$ cat config.mk
export PLATFORM = sky130hd
export DESIGN_NAME = ship_rrip_way_replacement_top
export DESIGN_NICKNAME = d
export VERILOG_FILES = /design/src/design/shiprrip_pkg.sv /design/src/design/shiprrip_ways.sv /design/src/design/shiprrip_scan.sv /design/src/design/ship_rrip_way_replacement_top.sv
export VERILOG_INCLUDE_DIRS = /design/src /design/src/design
export SDC_FILE = /design/constraint.sdc
export NUM_CORES = 2
export LEC_CHECK = 0
export BUFFER_PORTS_ARGS = -buffer_cell sky130_fd_sc_hd__buf_2
export CAP_MARGIN = 0
export CORE_UTILIZATION = 64
export DETAILED_ROUTE_END_ITERATION = 8
export HOLD_SLACK_MARGIN = 0.05
export PLACE_DENSITY = 0.78
export SKIP_CTS_REPAIR_TIMING = 1
export SYNTH_ARGS = -nofsm -noshare
export SYNTH_HDL_FRONTEND = slang
export SYNTH_HIERARCHICAL = 1
export SYNTH_SLANG_ARGS = --single-unit
$ cat constraint.sdc
create_clock -name clk -period 5.9 [get_ports clk]
set_input_delay 0.295 -clock clk [delete_from_list [all_inputs] [get_ports clk]]
set_output_delay 0.295 -clock clk [all_outputs]
set_load 0.05 [all_outputs]
$ cat src/design/ship_rrip_way_replacement_top_assert.svh
// ----------------------------------------------------------------------------
// Assertion macros for the replacement state RTL.
// Every macro expects signals named clk and arst_n in the calling module.
// ----------------------------------------------------------------------------
`ifndef SHIP_RRIP_WAY_REPLACEMENT_TOP_ASSERT_SVH
`define SHIP_RRIP_WAY_REPLACEMENT_TOP_ASSERT_SVH

// Consequent must hold in the same cycle as the antecedent.
`define SHIPRRIP_ASSERT_IMP(name, ante, cons, msg) \
	name: assert property (@(posedge clk) disable iff (!arst_n) (ante) |-> (cons)) \
		else $error(msg);

// Consequent must hold in the cycle after the antecedent.
`define SHIPRRIP_ASSERT_NXT(name, ante, cons, msg) \
	name: assert property (@(posedge clk) disable iff (!arst_n) (ante) |=> (cons)) \
		else $error(msg);

`endif

$ cat src/design/shiprrip_pkg.sv
// ----------------------------------------------------------------------------
// shiprrip_pkg
// Constants, request codes and the structures passed between the sequencer,
// the shared scan unit and the per-way state store.
// ----------------------------------------------------------------------------
package shiprrip_pkg;

	localparam int SET_WAYS  = 16;
	localparam int STAMP_W   = 32;
	localparam int IDX_W     = (SET_WAYS > 1) ? $clog2(SET_WAYS) : 1;
	localparam int PTR_W     = IDX_W + 1;
	localparam int RRPV_W    = 4;
	localparam int AGE_W     = 5;
	localparam int COUNT_W   = 5;
	localparam int WAY_W     = 4;
	localparam int CFG_W     = 5;
	localparam int CFG_IDX_W = 2;

	localparam logic [AGE_W-1:0]   AGE_NONE   = 5'd16;
	localparam logic [RRPV_W-1:0]  RRPV_EMPTY = 4'hF;
	localparam logic [COUNT_W-1:0] COUNT_MAX  = '1;
	localparam logic [PTR_W-1:0]   WAYS_PTR   = PTR_W'(SET_WAYS);

	typedef enum logic [2:0] {
		FUNC_AGE    = 3'd0,
		FUNC_HIT    = 3'd1,
		FUNC_FILL   = 3'd2,
		FUNC_EVICT  = 3'd3,
		FUNC_VMAIN  = 3'd4,
		FUNC_VRES   = 3'd5,
		FUNC_READ   = 3'd6,
		FUNC_COUNT  = 3'd7
	} func_t;

	localparam logic [CFG_IDX_W-1:0] CFG_MAX_RRPV    = 2'd0;
	localparam logic [CFG_IDX_W-1:0] CFG_INSERT_BASE = 2'd1;
	localparam logic [CFG_IDX_W-1:0] CFG_RESERVED    = 2'd2;

	typedef struct packed {
		logic [RRPV_W-1:0] max_rrpv;
		logic [4:0]        insert_base;
	} cfg_t;

	typedef struct packed {
		func_t      op;
		logic       from_llc;
		logic [2:0] sig_hist;
		logic [3:0] threshold;
	} req_t;

	typedef struct packed {
		logic             clear;
		logic             step;
		logic [IDX_W-1:0] idx;
	} scan_ctrl_t;

	typedef struct packed {
		logic [RRPV_W-1:0]  rrpv;
		logic               empty;
		logic [STAMP_W-1:0] stamp;
	} entry_t;

	typedef struct packed {
		logic             we;
		logic             stamp_we;
		logic [IDX_W-1:0] idx;
		entry_t           data;
	} way_wr_t;

	typedef struct packed {
		logic               found;
		logic [IDX_W-1:0]   best_idx;
		logic [RRPV_W-1:0]  best_rrpv;
		logic [RRPV_W-1:0]  counter_value;
		logic [COUNT_W-1:0] count;
	} scan_res_t;

	function automatic logic [IDX_W-1:0] way_to_idx(input logic [WAY_W-1:0] w);
		logic [IDX_W+WAY_W-1:0] t;
		t = {{IDX_W{1'b0}}, w};
		return t[IDX_W-1:0];
	endfunction

	function automatic logic way_in_range(input logic [WAY_W-1:0] w);
		logic [IDX_W+WAY_W-1:0] t;
		t = {{IDX_W{1'b0}}, w};
		return t < (IDX_W + WAY_W)'(SET_WAYS);
	endfunction

	function automatic logic [WAY_W-1:0] idx_to_way(input logic [IDX_W-1:0] i);
		logic [IDX_W+WAY_W-1:0] t;
		t = {{WAY_W{1'b0}}, i};
		return t[WAY_W-1:0];
	endfunction

endpackage

$ cat src/design/shiprrip_ways.sv
// ----------------------------------------------------------------------------
// shiprrip_ways
// Per-way store of re-reference counters, empty marks and fill stamps, with
// one read address and one write port.
// ----------------------------------------------------------------------------
module shiprrip_ways (
	input  logic                                clk,
	input  logic                                arst_n,
	input  shiprrip_pkg::way_wr_t               wr,
	input  logic [shiprrip_pkg::IDX_W-1:0]      rd_idx,
	output shiprrip_pkg::entry_t                rd
);

	logic [shiprrip_pkg::RRPV_W-1:0]  rrpv_q  [shiprrip_pkg::SET_WAYS];
	logic                             empty_q [shiprrip_pkg::SET_WAYS];
	logic [shiprrip_pkg::STAMP_W-1:0] stamp_q [shiprrip_pkg::SET_WAYS];

	always_ff @(posedge clk or negedge arst_n) begin
		if (!arst_n) begin
			for (int i = 0; i < shiprrip_pkg::SET_WAYS; i++) begin
				rrpv_q[i]  <= '0;
				empty_q[i] <= 1'b1;
				stamp_q[i] <= '1;
			end
		end else begin
			if (wr.we) begin
				rrpv_q[wr.idx]  <= wr.data.rrpv;
				empty_q[wr.idx] <= wr.data.empty;
			end
			if (wr.stamp_we) begin
				stamp_q[wr.idx] <= wr.data.stamp;
			end
		end
	end

	assign rd.rrpv  = rrpv_q[rd_idx];
	assign rd.empty = empty_q[rd_idx];
	assign rd.stamp = stamp_q[rd_idx];

endmodule

$ cat src/design/shiprrip_scan.sv
// ----------------------------------------------------------------------------
// shiprrip_scan
// Shared per-way unit: computes the write-back of one way for aging, hit,
// fill and evict, and accumulates the victim search, read and count results.
// ----------------------------------------------------------------------------
module shiprrip_scan (
	input  logic                                clk,
	input  logic                                arst_n,
	input  shiprrip_pkg::scan_ctrl_t            ctrl,
	input  shiprrip_pkg::req_t                  req,
	input  shiprrip_pkg::cfg_t                  cfg,
	input  logic [shiprrip_pkg::AGE_W-1:0]      pending_age,
	input  logic [shiprrip_pkg::STAMP_W-1:0]    access_clock,
	input  shiprrip_pkg::entry_t                entry,
	output shiprrip_pkg::way_wr_t               wr,
	output shiprrip_pkg::scan_res_t             res
);

	logic                             found_q;
	logic [shiprrip_pkg::IDX_W-1:0]   best_idx_q;
	logic [shiprrip_pkg::RRPV_W-1:0]  best_rrpv_q;
	logic [shiprrip_pkg::STAMP_W-1:0] best_stamp_q;
	logic [shiprrip_pkg::RRPV_W-1:0]  cval_q;
	logic [shiprrip_pkg::COUNT_W-1:0] count_q;

	logic       candidate;
	logic       better;
	logic [4:0] age_sum;
	logic [3:0] aged;
	logic [4:0] sub;
	logic [4:0] fill_raw;
	logic [3:0] fill_v;

	assign candidate = !entry.empty && (entry.rrpv <= cfg.max_rrpv);
	assign better    = !found_q || (entry.rrpv > best_rrpv_q) ||
		((entry.rrpv == best_rrpv_q) && (entry.stamp < best_stamp_q));

	// Saturating age, which also pulls counters above the limit back down.
	assign age_sum = {1'b0, entry.rrpv} + pending_age;
	assign aged    = (age_sum <= {1'b0, cfg.max_rrpv}) ? age_sum[3:0] : cfg.max_rrpv;

	assign sub      = (req.sig_hist != 3'd0) ? 5'd2 : 5'd1;
	assign fill_raw = (req.from_llc || (cfg.insert_base < sub)) ? 5'd0
		: (cfg.insert_base - sub);
	assign fill_v   = (fill_raw > 5'd15) ? 4'hF : fill_raw[3:0];

	always_comb begin
		wr          = '0;
		wr.idx      = ctrl.idx;
		wr.data     = entry;
		case (req.op)
			shiprrip_pkg::FUNC_AGE: begin
				wr.we        = ctrl.step && !entry.empty;
				wr.data.rrpv = aged;
			end
			shiprrip_pkg::FUNC_HIT: begin
				wr.we         = ctrl.step;
				wr.data.rrpv  = '0;
				wr.data.empty = 1'b0;
			end
			shiprrip_pkg::FUNC_FILL: begin
				wr.we         = ctrl.step;
				wr.stamp_we   = ctrl.step;
				wr.data.rrpv  = fill_v;
				wr.data.empty = 1'b0;
				wr.data.stamp = access_clock;
			end
			shiprrip_pkg::FUNC_EVICT: begin
				wr.we         = ctrl.step;
				wr.stamp_we   = ctrl.step;
				wr.data.rrpv  = '0;
				wr.data.empty = 1'b1;
				wr.data.stamp = '1;
			end
			default: begin
				wr.we = 1'b0;
			end
		endcase
	end

	always_ff @(posedge clk or negedge arst_n) begin
		if (!arst_n) begin
			found_q <= 1'b0;
			count_q <= '0;
		end else if (ctrl.clear) begin
			found_q <= 1'b0;
			count_q <= '0;
		end else if (ctrl.step) begin
			case (req.op)
				shiprrip_pkg::FUNC_VMAIN, shiprrip_pkg::FUNC_VRES: begin
					if (candidate) begin
						found_q <= 1'b1;
					end
				end
				shiprrip_pkg::FUNC_COUNT: begin
					if ((entry.empty || (entry.rrpv > req.threshold)) &&
						(count_q != shiprrip_pkg::COUNT_MAX)) begin
						count_q <= count_q + 1'b1;
					end
				end
				default: begin
					count_q <= count_q;
				end
			endcase
		end
	end

	always_ff @(posedge clk) begin
		if (ctrl.clear) begin
			best_idx_q   <= '0;
			best_rrpv_q  <= '0;
			best_stamp_q <= '0;
			cval_q       <= shiprrip_pkg::RRPV_EMPTY;
		end else if (ctrl.step) begin
			case (req.op)
				shiprrip_pkg::FUNC_VMAIN, shiprrip_pkg::FUNC_VRES: begin
					if (candidate && better) begin
						best_idx_q   <= ctrl.idx;
						best_rrpv_q  <= entry.rrpv;
						best_stamp_q <= entry.stamp;
					end
				end
				shiprrip_pkg::FUNC_READ: begin
					if (!entry.empty) begin
						cval_q <= entry.rrpv;
					end
				end
				default: begin
					cval_q <= cval_q;
				end
			endcase
		end
	end

	assign res.found         = found_q;
	assign res.best_idx      = best_idx_q;
	assign res.best_rrpv     = best_rrpv_q;
	assign res.counter_value = cval_q;
	assign res.count         = count_q;

endmodule

$ cat src/design/ship_rrip_way_replacement_top.sv
// A request on a single way (hit, fill, evict, read) walks at most that way;
// a request that walks the set (aging, count, victim search) steps through
// every way in its range. After the walk the sequencer registers the result.
// The sequencer, with its single per-way scan unit, holds one request at a
// time; a new request may be taken in the cycle the result shows.
// Reset: asynchronous, active low; all ways empty, no age pending, clock zero.
// ----------------------------------------------------------------------------
// ship_rrip_way_replacement_top
// Re-reference prediction replacement state for one cache set with lazy aging,
// driven by a small sequencer around a shared per-way scan unit. Results are
// never held off by the receiver, so the walk alone sets the timing.
// ----------------------------------------------------------------------------
`include "ship_rrip_way_replacement_top_assert.svh"

module ship_rrip_way_replacement_top (
	input  logic                                      clk,
	input  logic                                      arst_n,
	// Configuration write port.
	input  logic                                      cfg_we,
	input  logic [shiprrip_pkg::CFG_IDX_W-1:0]        cfg_index,
	input  logic [shiprrip_pkg::CFG_W-1:0]            cfg_wdata,
	// Request side.
	input  logic                                      start,
	output logic                                      busy,
	input  logic [2:0]                                func,
	input  logic [shiprrip_pkg::WAY_W-1:0]            way,
	input  logic                                      from_llc,
	input  logic [2:0]                                sig_hist,
	input  logic [3:0]                                threshold,
	// Result side: valid for exactly one cycle while done is high.
	output logic                                      done,
	output logic [3:0]                                victim_way,
	output logic [3:0]                                counter_value,
	output logic [4:0]                                count_above,
	output logic                                      error
);

	typedef enum logic [1:0] {
		ST_IDLE = 2'b01,
		ST_SCAN = 2'b10
	} state_t;

	localparam int RW = shiprrip_pkg::PTR_W + 4;

	state_t state_q;

	// Configuration registers.
	logic [3:0] max_rrpv_q;
	logic [4:0] insert_base_q;
	logic [3:0] reserved_q;

	// Set-wide state: age still owed to the counters and the access clock.
	logic [shiprrip_pkg::AGE_W-1:0]   pending_age_q;
	logic [shiprrip_pkg::STAMP_W-1:0] access_clock_q;

	// The request being worked on and the range of ways it walks.
	shiprrip_pkg::req_t             req_q;
	logic                           err_q;
	logic [shiprrip_pkg::PTR_W-1:0] ptr_q;
	logic [shiprrip_pkg::PTR_W-1:0] end_q;
	logic [shiprrip_pkg::PTR_W-1:0] lo_q;

	// Result registers.
	logic       done_q;
	logic [3:0] victim_q;
	logic [3:0] cval_q;
	logic [4:0] count_q;
	logic       error_q;

	logic                           accept;
	shiprrip_pkg::func_t            func_in;
	logic [RW-1:0]                  r_wide;
	logic [shiprrip_pkg::PTR_W-1:0] r_cnt;
	logic [shiprrip_pkg::PTR_W-1:0] way_ptr;
	logic                           way_ok;
	logic [shiprrip_pkg::PTR_W-1:0] lo_d;
	logic [shiprrip_pkg::PTR_W-1:0] hi_d;
	logic                           err_d;
	logic                           finish;
	logic [3:0]                     gap;

	shiprrip_pkg::scan_ctrl_t ctrl;
	shiprrip_pkg::cfg_t       cfg;
	shiprrip_pkg::entry_t     entry;
	shiprrip_pkg::way_wr_t    wr;
	shiprrip_pkg::scan_res_t  res;

	assign busy    = (state_q != ST_IDLE);
	assign accept  = start && !busy;
	assign func_in = shiprrip_pkg::func_t'(func);

	// Configuration writes; an index beyond the register list is dropped.
	always_ff @(posedge clk or negedge arst_n) begin
		if (!arst_n) begin
			max_rrpv_q    <= 4'd3;
			insert_base_q <= 5'd4;
			reserved_q    <= 4'd0;
		end else if (cfg_we) begin
			case (cfg_index)
				shiprrip_pkg::CFG_MAX_RRPV:    max_rrpv_q    <= cfg_wdata[3:0];
				shiprrip_pkg::CFG_INSERT_BASE: insert_base_q <= cfg_wdata;
				shiprrip_pkg::CFG_RESERVED:    reserved_q    <= cfg_wdata[3:0];
				default: begin
					max_rrpv_q <= max_rrpv_q;
				end
			endcase
		end
	end

	// The reserved partition cannot be larger than the set.
	assign r_wide = RW'(reserved_q);
	assign r_cnt  = (r_wide > RW'(shiprrip_pkg::SET_WAYS)) ? shiprrip_pkg::WAYS_PTR
		: r_wide[shiprrip_pkg::PTR_W-1:0];

	assign way_ok  = shiprrip_pkg::way_in_range(way);
	assign way_ptr = shiprrip_pkg::PTR_W'(shiprrip_pkg::way_to_idx(way));

	// Every request is a walk over a range of ways. Single-way requests walk
	// one way, or none when the way lies outside the set; aging walks nothing
	// when the owed age is not below the counter limit.
	always_comb begin
		lo_d  = '0;
		hi_d  = '0;
		err_d = 1'b0;
		case (func_in)
			shiprrip_pkg::FUNC_AGE: begin
				if (pending_age_q < {1'b0, max_rrpv_q}) begin
					hi_d = shiprrip_pkg::WAYS_PTR;
				end
			end
			shiprrip_pkg::FUNC_HIT, shiprrip_pkg::FUNC_FILL,
			shiprrip_pkg::FUNC_EVICT, shiprrip_pkg::FUNC_READ: begin
				if (way_ok) begin
					lo_d = way_ptr;
					hi_d = way_ptr + 1'b1;
				end
			end
			shiprrip_pkg::FUNC_VMAIN: begin
				hi_d = shiprrip_pkg::WAYS_PTR - r_cnt;
			end
			shiprrip_pkg::FUNC_VRES: begin
				if (r_cnt == '0) begin
					err_d = 1'b1;
				end else begin
					lo_d = shiprrip_pkg::WAYS_PTR - r_cnt;
					hi_d = shiprrip_pkg::WAYS_PTR;
				end
			end
			default: begin
				hi_d = shiprrip_pkg::WAYS_PTR;
			end
		endcase
	end

	assign ctrl.clear = accept;
	assign ctrl.step  = (state_q == ST_SCAN) && (ptr_q < end_q);
	assign ctrl.idx   = ptr_q[shiprrip_pkg::IDX_W-1:0];
	assign finish     = (state_q == ST_SCAN) && (ptr_q >= end_q);

	assign cfg.max_rrpv    = max_rrpv_q;
	assign cfg.insert_base = insert_base_q;

	// The chosen counter never exceeds the limit, so the gap is never negative.
	assign gap = max_rrpv_q - res.best_rrpv;

	always_ff @(posedge clk or negedge arst_n) begin
		if (!arst_n) begin
			state_q        <= ST_IDLE;
			pending_age_q  <= shiprrip_pkg::AGE_NONE;
			access_clock_q <= '0;
			done_q         <= 1'b0;
			ptr_q          <= '0;
			end_q          <= '0;
		end else begin
			done_q <= 1'b0;
			case (state_q)
				ST_IDLE: begin
					if (accept) begin
						state_q <= ST_SCAN;
						ptr_q   <= lo_d;
						end_q   <= hi_d;
					end
				end
				ST_SCAN: begin
					if (ctrl.step) begin
						ptr_q <= ptr_q + 1'b1;
					end else begin
						state_q <= ST_IDLE;
						done_q  <= 1'b1;
						case (req_q.op)
							shiprrip_pkg::FUNC_AGE: begin
								pending_age_q  <= shiprrip_pkg::AGE_NONE;
								access_clock_q <= access_clock_q + 1'b1;
							end
							shiprrip_pkg::FUNC_VMAIN, shiprrip_pkg::FUNC_VRES: begin
								if (res.found && ({1'b0, gap} < pending_age_q)) begin
									pending_age_q <= {1'b0, gap};
								end
							end
							default: begin
								pending_age_q <= pending_age_q;
							end
						endcase
					end
				end
				default: begin
					state_q <= ST_IDLE;
				end
			endcase
		end
	end

	// Request fields and result values carry no reset.
	always_ff @(posedge clk) begin
		if (accept) begin
			req_q.op        <= func_in;
			req_q.from_llc  <= from_llc;
			req_q.sig_hist  <= sig_hist;
			req_q.threshold <= threshold;
			err_q           <= err_d;
			lo_q            <= lo_d;
		end
		if (finish) begin
			victim_q <= 4'd0;
			cval_q   <= 4'd0;
			count_q  <= 5'd0;
			error_q  <= err_q;
			case (req_q.op)
				shiprrip_pkg::FUNC_VMAIN, shiprrip_pkg::FUNC_VRES: begin
					// With no candidate the first way of the range is returned.
					victim_q <= res.found ? shiprrip_pkg::idx_to_way(res.best_idx)
						: shiprrip_pkg::idx_to_way(lo_q[shiprrip_pkg::IDX_W-1:0]);
				end
				shiprrip_pkg::FUNC_READ: begin
					cval_q <= res.counter_value;
				end
				shiprrip_pkg::FUNC_COUNT: begin
					count_q <= res.count;
				end
				default: begin
					victim_q <= 4'd0;
				end
			endcase
		end
	end

	shiprrip_ways u_ways (
		.clk    (clk),
		.arst_n (arst_n),
		.wr     (wr),
		.rd_idx (ctrl.idx),
		.rd     (entry)
	);

	shiprrip_scan u_scan (
		.clk          (clk),
		.arst_n       (arst_n),
		.ctrl         (ctrl),
		.req          (req_q),
		.cfg          (cfg),
		.pending_age  (pending_age_q),
		.access_clock (access_clock_q),
		.entry        (entry),
		.wr           (wr),
		.res          (res)
	);

	assign done          = done_q;
	assign victim_way    = victim_q;
	assign counter_value = cval_q;
	assign count_above   = count_q;
	assign error         = error_q;

	// An accepted request always occupies the sequencer in the next cycle.
	`SHIPRRIP_ASSERT_NXT(a_accept_busy, accept, state_q == ST_SCAN, "request not taken up")
	// Results never arrive in two consecutive cycles.
	`SHIPRRIP_ASSERT_NXT(a_done_single, done_q, !done_q, "result strobe held")
	// The walk pointer never runs past the end of its range.
	`SHIPRRIP_ASSERT_IMP(a_ptr_range, state_q == ST_SCAN, ptr_q <= end_q, "walk overran range")
	// The owed age never exceeds the value that means none.
	`SHIPRRIP_ASSERT_IMP(a_age_bound, 1'b1, pending_age_q <= shiprrip_pkg::AGE_NONE,
		"pending age out of range")
	// A rejected reserved search returns way zero.
	`SHIPRRIP_ASSERT_IMP(a_err_victim, done_q && error_q, victim_q == 4'd0,
		"error result carries a victim")

endmodule
-- Word-level counts from Yosys, hierarchy flattened
Index checks and enable logic that the tools add are counted.
- output and inout bits: 16
- bits in latches: 0
- memories: 0
- input port bits: 26
- bits in read-only memories: 0
- flip-flop bits (word level): 735
- memory bits (writable): 0
- muxes and demuxes: 53
- equality and inequality tests: 24
- shift operators: 0
- add/subtract/negate cells: 8
- divide/modulo/power cells: 0
- multiply operators: 0
- bitwise operators: 3
- $lt $le $gt $ge: 14
- reduce and logical (&&, ||, !) cells: 47
- operators by type and width (operator ; number):
    $bwmux W512 ; 1
    $bmux W32 S4 ; 1
    $demux W32 S4 ; 1
    $mux W32 ; 3
    $bwmux W64 ; 1
    $pmux W32 S2 ; 1
    $mux W5 ; 12
    $add A32 B1 Y32 const B ; 1
    $lt A32 B32 Y1 ; 1
    $pmux W5 S2 ; 3
    $mux W4 ; 6
    $eq A3 B3 Y1 const B ; 7
    $pmux W5 S4 ; 1
    $reduce_and A3 Y1 ; 6
    $bmux W4 S4 ; 1
    $bwmux W16 ; 1
    $demux W4 S4 ; 1
    $reduce_bool A2 Y1 ; 7
    $eq A3 B2 Y1 const B ; 4
    $pmux W4 S3 ; 1
    $mux W1 ; 11
    $add A5 B1 Y5 const B ; 2
    $logic_and A1 B1 Y1 ; 10
    $lt A5 B5 Y1 ; 2
    other kinds (40) ; 64

-- Depth between registers and ports, before layout
- depth after elaboration: 11
- mapped depth: 20
- depth with buffers taken out: 16

-- Modules after synthesis
The synthesis kept the hierarchy.
- modules (own cells, without submodules) (module ; times used ; area an instance (sq um) ; seq. area each (sq um) ; cells an instance):
    shiprrip_ways ; 1 ; 27309.9 ; 15474.8 ; 1640
    ship_rrip_way_replacement_top ; 1 ; 4506.8 ; 2483.6 ; 394
    shiprrip_scan ; 1 ; 4390.5 ; 1031.0 ; 552

-- Worst setup path after synthesis
OpenSTA, ideal clock, no wires.
- path type: reg-to-reg
- start: register ptr_q[0] (netlist bit)
- end: register u_ways/rrpv_q[25] (netlist bit)
- library setup time: 0.065 ns
- buffers on the path: 4
- setup slack: 1.218 ns
- data arrival time: 4.617 ns
- stages on the path, launching flop included: 21
- cell sequence: dfrtp_1 buf_2 buf_6 buf_2 mux4_2 a22oi_1 nand2_1 ha_1 inv_1 fa_1 inv_1 ha_1 nor2b_1 o21a_1 o21a_1 o21ai_0 nand2_1 mux2i_1 o41ai_1 clkbuf_1 mux2_2
- RTL lines (what ; RTL line ; RTL):
    start: declaration ; ship_rrip_way_replacement_top.sv:59 ; logic [shiprrip_pkg::PTR_W-1:0] ptr_q;
    start signal: assignment ; ship_rrip_way_replacement_top.sv:180 ; ptr_q <= lo_d;
    start signal: assignment ; ship_rrip_way_replacement_top.sv:186 ; ptr_q <= ptr_q + 1'b1;
    end signal: indexed assignment ; shiprrip_ways.sv:27 ; rrpv_q[wr.idx] <= wr.data.rrpv;
    end: declaration ; shiprrip_ways.sv:14 ; logic [shiprrip_pkg::RRPV_W-1:0] rrpv_q [shiprrip_pkg::SET_WAYS];

==> impl_metrics.py <==
metrics = {
    "outcome": {
        "status": "finished, final reports clean",
    },
    "worst_setup_path": {
        "worstPathRequired_ps": 6400,
        "crit_path_end_kind": "register",
        "r2r_slack_ps": 930,
        "worst_setup_path_start_kind": "register",
        "crit_path_max_fanout": 44,
        "reg2regPathDepth": 16,
        "crit_type": "reg2reg",
        "reg2reg_to": "u_ways/rrpv_q[2]",
        "cp.arrival_ps": 5470,
        "rr_startpoint": "ptr_q[1]",
    },
    "sta": {
        "hold_viol_final": 0,
        "slew_viol_final": 0,
        "worstMarginPinSlew_ps": 1100,
        "skew_ps": 30.4,
        "setup_violations": 0,
        "min_period_over_period": 0.842,
        "max_freq_ghz": 0.201,
        "finalCriticalPeriod_ps": 4970,
        "setup_slack_ps": 930,
        "rsz0062_at_grt": "no",
        "maxSlewHeadroom": 0.263,
        "finalSetupTns_ps": 0,
    },
    "drt": {
        "wl_um": 86400,
        "wire_per_inst_um": 25.2,
        "ant_nets": 0,
        "dr.pass1.iters": 5,
        "via_per_inst": 6.40,
        "drt_iter0_markers": 1673,
        "drc_errors": 0,
        "num_vias": 22000,
    },
    "place": {
        "hpwl_um": 50900,
        "dp_worst_setup_slack_ps": 1010,
        "gp_congestion": 0.858,
        "port_buffers": 41,
    },
    "synthesis": {
        "synth_top_area_share": 0.387,
        "synth-simple-area-share": 0.0643,
        "synth-compound-area-share": 0.0434,
        "synth_fa_ha_area_frac": 0.0269,
        "synth-seq-cells": 735,
        "ys_top_cells_by_count": "mux2_2, dfstp_2, mux4_2",
        "synth_flop_cell": "dfstp_2",
        "synth_async_sr_flop_share": 0.899,
        "syn_area_um2": 36200,
        "seq_area_frac_synth": 0.524,
        "yosysTopAreaCell": "dfstp_2",
        "synth_edf_count": 30,
        "yosysMostFrequentCell": "mux2_2",
        "syn_inst": 2586,
        "syn_nets": 2688,
        "synth_top_family_by_area": "multiplexers",
        "yosys_warnings": 6,
        "synth_cell_types": 77,
        "synth_area_leaders": "dfstp_2, mux2_2, mux4_2, dfrtp_1, ha_1",
        "synth_mux_area_frac": 0.295,
        "synthXorXnorAreaFrac": 0.0111,
        "syn_area_per_cell_um2": 14.0,
    },
    "hold_path": {
        "hp-start": "cfg_index[1]",
        "hp-class": "in2reg",
        "hold_depth": 4,
        "hold_end": "max_rrpv_q[0]",
    },
    "pwr": {
        "power_frac_comb": 0.242,
        "power.switching_mw": 4.44,
        "total_power_mw": 14.4,
        "irDropWorstVdd_mv": 0.337,
        "power.share.clock": 0.339,
        "p_leak_nw": 16.5,
        "switching_share": 0.308,
        "seqPwrFrac": 0.418,
        "power_density_nw_per_um2": 361,
        "internal-power_mw": 9.98,
    },
    "finish": {
        "drive_gt1_frac": 0.580,
        "antenna_cells": 0,
        "nFillCells": 3589,
        "finish.net_count": 2721,
        "regArea_um2": 19000,
        "multi_input_area_um2": 16100,
        "area.growth.synth_to_final_pct": 10.4,
    },
    "clock_network": {
        "clock_path_buffers": 3,
        "clock-sinks": 735,
        "clk_latency_ps": 640,
        "numCtsBuffers": 76,
        "clk_pin_slew_worst_paths_ps": 60,
        "cts_tree": "yes",
        "h-tree-depth": 3,
        "cts-root-buf": "clkbuf_16",
    },
    "floorplan": {
        "core_um2": 55500,
        "dieHeight_um": 240,
        "die_w_um": 240,
        "fp.dieArea_um2": 57500,
        "start_util": 0.652,
        "io-pin-count": 42,
        "num_rows": 86,
    },
    "job": {
        "max-cap-violations": 0,
    },
    "global_routing": {
        "grt_pass1_wl_um": 135000,
        "grt_max_degree": 149,
        "first_global_vias": 23300,
        "grt_use_total": 0.311,
        "antenna_found_initial": 0,
        "grt-ovfl-total": 0,
    },
}
## flip-flops by register name, summed over array words and instances (netlist names), 5 cells and up
signal / cells
access_clock_q: 32
count_above: 5
end_q: 5
insert_base_q: 5
pending_age_q: 5
ptr_q: 5
req_q: 11
u_scan/best_stamp_q: 32
u_scan/count_q: 5
u_ways/empty_q: 16
u_ways/rrpv_q: 64
u_ways/stamp_q: 512
## worst max path at each step
stage | start | end | slack, ps
5_1_grt | ptr_q[0] | u_ways/rrpv_q[2] | 630
4_1_cts | ptr_q[1] | u_ways/rrpv_q[2] | 960
3_3_place_gp | ptr_q[0] | u_ways/rrpv_q[38] | 1050
6_report | ptr_q[1] | u_ways/rrpv_q[2] | 930
3_5_place_dp | ptr_q[0] | u_ways/rrpv_q[2] | 1010
2_1_floorplan | ptr_q[0] | u_ways/rrpv_q[25] | 1220
## per-stage QoR
stage / utilization / instances / hold WS (ps) / area, µm²
final: 0.720 / 3431 / 77.0 / 40000
after CTS: 0.717 / 3414 / -233 / 39800
after floorplan: - / 2586 / -0.591 / 36200
after global placement: 0.670 / 3272 / 420 / 37200
after detailed placement: 0.670 / 3272 / 428 / 37200
after global routing: 0.720 / 3431 / 107 / 40000
## area by class of cell
type	instances	area share
Clock inverter	26	0.00723
Sequential cell	735	0.475
Tap cell	748	0.0234
Timing Repair Buffer	137	0.0264
Multi-Input combinational cell	1585	0.403
Clock buffer	116	0.0572
Inverter	84	0.00792
## worst max-delay path, stage by stage (launching register included)
cell     delay [ps]
dfrtp_4         870
mux4_2          410
a22oi_1         260
nand2_1         160
ha_1            250
inv_1            70
fa_1            410
inv_1            90
ha_1            240
nor2b_1         140
o21a_1          160
o21a_1          160
o21ai_0         200
nand2_1         190
and3_1          210
o32a_1          600
mux2_2          380
## kinds of logic (layout without fill, tap and decap cells)
| group | Yosys count | in the layout |
|---|---|---|
| buffers and inverters | 266 | 363 |
| and+or+nand+nor | 435 | 435 |
| AOI/OAI and AO/OA | 231 | 231 |
| muxes | 797 | 797 |
| xor gates and xnor gates | 46 | 46 |
| DFF | 735 | 735 |
| adders and majority gates | 76 | 76 |
## metal layers
layer  vias up  routed length [µm]  GRT usage
li1       9451                   -          -
met1     11600               36500      0.416
met2       650               42200      0.510
met3       215                4310     0.0480
met4         0                3440      0.130
met5         -                   0          0
## power groups by stage
stage	clock [mW]	combinational [mW]	sequential (mW)
2_1_floorplan	0	2.50	5.94
3_3_place_gp	0	3.36	6.07
3_5_place_dp	0	3.44	6.10
4_1_cts	4.98	3.47	6.03
5_1_grt	5.17	3.76	6.09
6_report	4.89	3.50	6.03
## placed cells by master (no fill, tap or decap), types with 44 or more instances in the layout
master | synthesis | layout
a22oi_1 | 76 | 76
buf_4 | 13 | 73
clkbuf_16 | 0 | 79
dfrtp_1 | 128 | 126
dfstp_2 | 533 | 533
dfxtp_1 | 44 | 44
ha_1 | 73 | 73
inv_1 | 82 | 81
mux2_2 | 564 | 564
mux2i_1 | 47 | 47
mux4_2 | 148 | 148
nand2_1 | 115 | 113
nor2_1 | 85 | 75
o21ai_0 | 59 | 58
or2b_1 | 48 | 48
(Power assumes the default switching activity.)
